## src/rtl/ccpb_pkg.sv

```systemverilog
// Shared types and constants for the constant color pixel blend unit.
package ccpb_pkg;

  // Operation codes held in the mode register
  localparam logic [2:0] MODE_FILL       = 3'd0;
  localparam logic [2:0] MODE_FILL_RGB   = 3'd1;
  localparam logic [2:0] MODE_FILL_ALPHA = 3'd2;
  localparam logic [2:0] MODE_BLEND      = 3'd3;
  localparam logic [2:0] MODE_ADDITIVE   = 3'd4;

  // Register indexes on the configuration port
  localparam logic [1:0] REG_MODE       = 2'd0;
  localparam logic [1:0] REG_FILL_COLOR = 2'd1;
  localparam logic [1:0] REG_FILL_ALPHA = 2'd2;
  localparam logic [1:0] REG_OPACITY    = 2'd3;

  localparam int unsigned ADDR_WIDTH = 4;
  localparam int unsigned DATA_WIDTH = 32;

  localparam logic [31:0] ALPHA_MASK = 32'hff00_0000;
  localparam logic [31:0] RGB_MASK   = 32'h00ff_ffff;
  localparam logic [7:0]  CHAN_MAX   = 8'd255;
  localparam int unsigned ALPHA_LSB  = 24;

  localparam logic [7:0] OPACITY_RESET = 8'd255;

  typedef struct packed {
    logic [31:0] dest_pixel;
    logic        last_pixel;
  } pixel_in_t;

  typedef struct packed {
    logic [31:0] result_pixel;
    logic        result_last;
  } pixel_out_t;

  typedef struct packed {
    logic [2:0]  mode;
    logic [31:0] fill_color;
    logic [7:0]  fill_alpha;
    logic [7:0]  opacity;
  } blend_cfg_t;

endpackage

```

## src/rtl/constant_color_pixel_blend_unit.sv

```systemverilog
// Top level of the constant color pixel blend unit: registers, pipeline, handshakes.
//
// Usage:
//   req channel (req_valid/req_ready/req_data) carries one destination ARGB
//   pixel and its end-of-span flag per transaction. rsp channel
//   (rsp_valid/rsp_ready/rsp_data) returns exactly one processed pixel per
//   request transaction, in order, with the flag copied through.
//   The APB-style port sets mode, fill_color, fill_alpha and opacity at byte
//   addresses 0, 4, 8 and 12; write it only while no pixel is in flight.
//   Path: a request passes through the input register, then the blend logic
//   feeding the result register, before rsp_valid rises; a stall on the rsp
//   channel can hold it there. Throughput: one pixel per cycle while rsp_ready
//   is high; the blend datapath is a single stage of 8x8 and 8x9-bit multipliers
//   and byte adds, so every cycle without a stall can take a new pixel.
//   Stall: when rsp_ready is low the result register holds, the input
//   register fills behind it, and req_ready drops once both are full.
//   Reset (rst, synchronous): clears both pipeline valid flags and returns
//   the registers to mode fill, color 0, fill alpha 0, opacity 255.
module constant_color_pixel_blend_unit
  import ccpb_pkg::*;
(
  input  logic                  clk,
  input  logic                  rst,
  input  logic                  req_valid,
  output logic                  req_ready,
  input  pixel_in_t             req_data,
  output logic                  rsp_valid,
  input  logic                  rsp_ready,
  output pixel_out_t            rsp_data,
  input  logic                  psel,
  input  logic                  penable,
  input  logic                  pwrite,
  input  logic [ADDR_WIDTH-1:0] paddr,
  input  logic [DATA_WIDTH-1:0] pwdata,
  output logic [DATA_WIDTH-1:0] prdata,
  output logic                  pready
);

  blend_cfg_t cfg;
  pixel_in_t  s1_data;
  logic       s1_valid;
  logic       s1_advance;
  pixel_out_t core_res;

  ccpb_cfg_regs u_cfg_regs (
    .clk     (clk),
    .rst     (rst),
    .psel    (psel),
    .penable (penable),
    .pwrite  (pwrite),
    .paddr   (paddr),
    .pwdata  (pwdata),
    .prdata  (prdata),
    .pready  (pready),
    .cfg     (cfg)
  );

  // Advance the input stage whenever the result register is empty or draining
  assign s1_advance = s1_valid && (!rsp_valid || rsp_ready);
  assign req_ready  = !s1_valid || s1_advance;

  // Input register: capture a new transaction, otherwise hold
  always_ff @(posedge clk) begin
    if (rst) begin
      s1_valid <= 1'b0;
    end else if (req_ready) begin
      s1_valid <= req_valid;
    end
  end

  always_ff @(posedge clk) begin
    if (req_ready && req_valid) begin
      s1_data <= req_data;
    end
  end

  ccpb_blend_core u_blend_core (
    .cfg (cfg),
    .pix (s1_data),
    .res (core_res)
  );

  // Result register: load on advance, drop valid once the receiver takes it
  always_ff @(posedge clk) begin
    if (rst) begin
      rsp_valid <= 1'b0;
    end else if (s1_advance) begin
      rsp_valid <= 1'b1;
    end else if (rsp_ready) begin
      rsp_valid <= 1'b0;
    end
  end

  always_ff @(posedge clk) begin
    if (s1_advance) begin
      rsp_data <= core_res;
    end
  end

`ifndef SYNTH
  // Both stages come out of reset empty
  a_reset_empty: assert property (@(posedge clk)
    rst |=> (!s1_valid && !rsp_valid))
    else $error("pipeline not empty after reset");

  // A pixel leaving the input stage shows up in the result register
  a_advance_lands: assert property (@(posedge clk) disable iff (rst)
    s1_advance |=> (rsp_valid && rsp_data == $past(core_res)))
    else $error("advanced pixel missing from result register");

  // A stalled input stage keeps its pixel
  a_s1_hold: assert property (@(posedge clk) disable iff (rst)
    (s1_valid && !s1_advance) |=> (s1_valid && $stable(s1_data)))
    else $error("input stage lost a stalled pixel");

  // An empty input stage always takes a request
  a_ready_when_empty: assert property (@(posedge clk) disable iff (rst)
    !s1_valid |-> req_ready)
    else $error("request refused with empty input stage");
`endif

endmodule

```

## src/rtl/ccpb_cfg_regs.sv

```systemverilog
// Configuration register file behind the APB-style port.
module ccpb_cfg_regs
  import ccpb_pkg::*;
(
  input  logic                  clk,
  input  logic                  rst,
  input  logic                  psel,
  input  logic                  penable,
  input  logic                  pwrite,
  input  logic [ADDR_WIDTH-1:0] paddr,
  input  logic [DATA_WIDTH-1:0] pwdata,
  output logic [DATA_WIDTH-1:0] prdata,
  output logic                  pready,
  output blend_cfg_t            cfg
);

  logic       wr_en;
  logic [1:0] reg_index;

  assign pready    = 1'b1;
  assign wr_en     = psel && penable && pwrite;
  assign reg_index = paddr[3:2];

  always_ff @(posedge clk) begin
    if (rst) begin
      cfg.mode       <= MODE_FILL;
      cfg.fill_color <= '0;
      cfg.fill_alpha <= '0;
      cfg.opacity    <= OPACITY_RESET;
    end else if (wr_en) begin
      unique case (reg_index)
        REG_MODE:       cfg.mode       <= pwdata[2:0];
        REG_FILL_COLOR: cfg.fill_color <= pwdata;
        REG_FILL_ALPHA: cfg.fill_alpha <= pwdata[7:0];
        REG_OPACITY:    cfg.opacity    <= pwdata[7:0];
        default: ;
      endcase
    end
  end

  always_comb begin
    unique case (reg_index)
      REG_MODE:       prdata = {29'd0, cfg.mode};
      REG_FILL_COLOR: prdata = cfg.fill_color;
      REG_FILL_ALPHA: prdata = {24'd0, cfg.fill_alpha};
      REG_OPACITY:    prdata = {24'd0, cfg.opacity};
      default:        prdata = '0;
    endcase
  end

endmodule

```

## src/rtl/ccpb_blend_core.sv

```systemverilog
// Per-pixel fill, blend and additive datapath, one pixel per cycle.
module ccpb_blend_core
  import ccpb_pkg::*;
(
  input  blend_cfg_t cfg,
  input  pixel_in_t  pix,
  output pixel_out_t res
);

  logic [7:0]  o_inv;
  logic [8:0]  op;
  logic [7:0]  d_ch  [4];
  logic [7:0]  c_ch  [4];
  logic [16:0] mix   [3];
  logic [16:0] d_scl [4];
  logic [16:0] c_scl [3];
  logic [8:0]  add   [4];
  logic [8:0]  sum   [4];
  logic [31:0] blend_pix;
  logic [31:0] add_pix;

  assign o_inv = CHAN_MAX - cfg.opacity;
  assign op    = {1'b0, cfg.opacity} + {8'd0, cfg.opacity[7]};

  always_comb begin
    blend_pix = pix.dest_pixel & ALPHA_MASK;
    add_pix   = '0;
    for (int k = 0; k < 4; k++) begin
      d_ch[k]  = pix.dest_pixel[8*k +: 8];
      c_ch[k]  = cfg.fill_color[8*k +: 8];
      d_scl[k] = 17'(d_ch[k]) * 17'(op);
    end
    for (int k = 0; k < 3; k++) begin
      mix[k]   = 17'(d_ch[k]) * 17'(o_inv) + 17'(c_ch[k]) * 17'(cfg.opacity);
      c_scl[k] = 17'(c_ch[k]) * 17'(op);
      add[k]   = c_scl[k][16:8];
      blend_pix[8*k +: 8] = mix[k][15:8];
    end
    add[3] = {1'b0, op[7:0]};
    for (int k = 0; k < 4; k++) begin
      // d*op>>8 never exceeds d, so the difference stays non-negative
      sum[k] = ({1'b0, d_ch[k]} - d_scl[k][16:8]) + add[k];
      add_pix[8*k +: 8] = sum[k][8] ? CHAN_MAX : sum[k][7:0];
    end
  end

  always_comb begin
    res.result_last = pix.last_pixel;
    unique case (cfg.mode)
      MODE_FILL:       res.result_pixel = cfg.fill_color;
      MODE_FILL_RGB:   res.result_pixel = (pix.dest_pixel & ALPHA_MASK)
                                          | (cfg.fill_color & RGB_MASK);
      MODE_FILL_ALPHA: res.result_pixel = (pix.dest_pixel & RGB_MASK)
                                          | {cfg.fill_alpha, 24'd0};
      MODE_BLEND:      res.result_pixel = blend_pix;
      MODE_ADDITIVE:   res.result_pixel = add_pix;
      default:         res.result_pixel = pix.dest_pixel;
    endcase
  end

endmodule
```

## config.mk

```make
export PLATFORM = sky130hd
export DESIGN_NAME = constant_color_pixel_blend_unit
export DESIGN_NICKNAME = d
export VERILOG_FILES = /design/src/rtl/ccpb_pkg.sv /design/src/rtl/constant_color_pixel_blend_unit.sv /design/src/rtl/ccpb_cfg_regs.sv /design/src/rtl/ccpb_blend_core.sv
export SDC_FILE = /design/constraint.sdc
export NUM_CORES = 2
export LEC_CHECK = 0
export BUFFER_PORTS_ARGS = -buffer_cell sky130_fd_sc_hd__clkbuf_2
export CORE_MARGIN = 2
export CORE_UTILIZATION = 59
export DETAILED_ROUTE_END_ITERATION = 12
export PLACE_DENSITY = 0.8
export SKIP_CTS_REPAIR_TIMING = 1
export SYNTH_ARGS = -nofsm -noshare
export SYNTH_HDL_FRONTEND = slang
export SYNTH_SLANG_ARGS = --single-unit
export TNS_END_PERCENT = 50
```

## constraint.sdc

```tcl
create_clock -name clk -period 7.75 [get_ports clk]
set_input_delay 0 -clock clk [delete_from_list [all_inputs] [get_ports clk]]
set_output_delay 0 -clock clk [all_outputs]
set_load 0.1 [all_outputs]
```

==> metrics.txt <==
run status=finished, final reports clean; GPL Wtd Cong=0.943; initial detailed-routing violation count=2430; count leader, synth=inv_1; IO buf count=140; Sink Count=119; Fill cells=4409; top cells by area, synth=fa_1, ha_1, and2_1; Worst Clk Skew=0.0128 ns; DRC viols=0; DP Wirelength=75100 um; Layout Nets=5139; fin util=0.669; largest net degree at the start of global routing=54; cell taking the most area after synthesis=fa_1; critical path start-end classification=reg -> reg; overall power=6.07 mW; mean post-synth cell area=9.08 um^2; initial core utilization=0.596; register area share after synthesis=0.0885; drt total wl=97800 um; RSZ-0062 raised after global routing=yes; Top Ports=144; Clock Latency Late Sink=0.50 ns; layout cells sized above 1=0.122; Syn Nets=4919; number of global-route vias before repair=28.5k; Worst path most repeated cell=fa_1; global-route wire length before repair=152000 um; die footprint=60200 um^2; clk slew on worst S/H paths=0.07 ns; Crit path largest cell delay=0.49 ns; Rel. slew slack=0.316; FF+latch count, synth=119; Req. time, crit path=7.98 ns; number of antenna violations at the first check in global routing=4; Slew Viols, Final=0; Bufs on Longest Clock Path=2; Core Area=57700 um^2; final setup margin=0.0855 ns; FFs w/ async S/R, synth=0; Critical Path AT=7.89 ns; worst vdd ir=0.231 mV; CTS buffer count=17; fin crit period=7.66 ns; cell at the slowest stage of the critical path=fa_1; setup TNS=0 ns; Main synth FF type=edfxtp_1; vias per cell=5.74; PD cells=157 nW/um^2; Max Cap Violations=0; Max Fclk=0.130 GHz; drt pass-1 iters=7; Worst-Margin Slew=1.02 ns; placed cell area=36700 um^2; synth warn=0; share of the synthesized area in the top cell type=0.352; Finished Cell Area=38600 um^2; Synth top cells by count=inv_1, fa_1, and2_1; antenna-violating nets left=0; CTS tree=built; antenna fix cells=0; number of synthesized flops with an enable pin=66; H-tree depth=4; Synth Instances=3783; Std-Cell Rows=88; Syn Std Cell Area=34400 um^2; Die H=245 um; area grow syn2layout=12.3%; Critical Path End Type=register; die width=245 um; P_leak=19.9 nW; Total Routing Usage GR=0.330; final hold vios=0; post-synthesis cell type count=70; Setup Slack @ Placement=-0.149 ns; Finish-stage setup viols=0; GRT overflow=0; Setup crit start kind=register; CP Max Fanout=9; routed via count=27.5k; drt wl/cell=20.5 um; root buffer cell=clkbuf_16; Final Cycle Share=0.989; worst hold path type=in -> reg
-- logic make-up after synthesis --
group                    share of synthesized area
adder cells (fa/ha/maj)                      0.518
multiplexers                               0.00968
other                                     0.000109
flip-flops                                  0.0885
buffers and inverters                       0.0998
XOR/XNOR                                    0.0317
AO/OA/AOI/OAI                               0.0598
AND/OR/NAND/NOR                              0.193
-- layout by cell type, fill, tap and decap left out, types with 93 or more instances in the layout --
cell type and instances:
inv_1 696, fa_1 595, and2_1 477, ha_1 447, nand2_1 288, buf_4 172
nor2_1 141, clkbuf_2 140, nand2b_1 112, a21oi_1 93
-- power breakdown --
group	total, mW	internal [mW]	switching (mW)
combinational	4.45	2.01	2.44
clock	0.873	0.462	0.411
sequential	0.743	0.696	0.0475
total	6.07	3.16	2.90
-- registers in the layout, indices dropped and copies added (netlist names) --
name / cells
rsp_valid: 1
s1_data: 33
rsp_data: 33
u_cfg_regs.cfg: 51
s1_valid: 1
-- worst max-delay path: cells and delay by family, from the launching register on --
family | cells | cell delay [ns]
compound gates | 10 | 1.76
xor+xnor | 3 | 0.73
fa+ha+maj | 9 | 3.22
buf+inv | 6 | 0.65
flops | 1 | 0.34
simple gates | 5 | 0.69
-- layer usage --
metal	GRT usage	vias up	routed length, um
li1	-	12080	-
met1	0.425	13725	37700
met2	0.524	1332	45000
met3	0.0736	310	9400
met4	0.172	6	5650
met5	0	-	39
-- through the flow --
step                      hold slack (ns)  std cells
after CTS                          -0.355       4693
after detailed placement            0.179       4661
after global placement              0.177       4661
after floorplan                    0.0989       3783
final                               0.106       4781
after global routing                0.117       4781
-- worst paths after layout --
check,end,startpoint,slack [ns],cells after the start
hold reg to reg,rsp_data[0]$_DFFE_PP_,s1_data[0]$_DFFE_PP_,0.43,0
setup / recovery,rsp_data[17]$_DFFE_PP_,u_cfg_regs.cfg[7]$_SDFFE_PP1P_,0.09,33
setup reg to reg,rsp_data[17]$_DFFE_PP_,u_cfg_regs.cfg[7]$_SDFFE_PP1P_,0.09,33
hold / removal,u_cfg_regs.cfg[50]$_SDFFE_PP0P_,rst,0.11,3
-- cell type report --
type,count,area [um^2],share of cell area
tap,765,957,0.0248
clock inverter,13,120,0.00311
multi-input combinational,2755,28300,0.734
sequential,119,3050,0.0791
inverter,712,2680,0.0693
timing repair buffer,398,2980,0.0772
clock buffer,19,475,0.0123
Note: power is estimated with default switching activity, not from simulation.
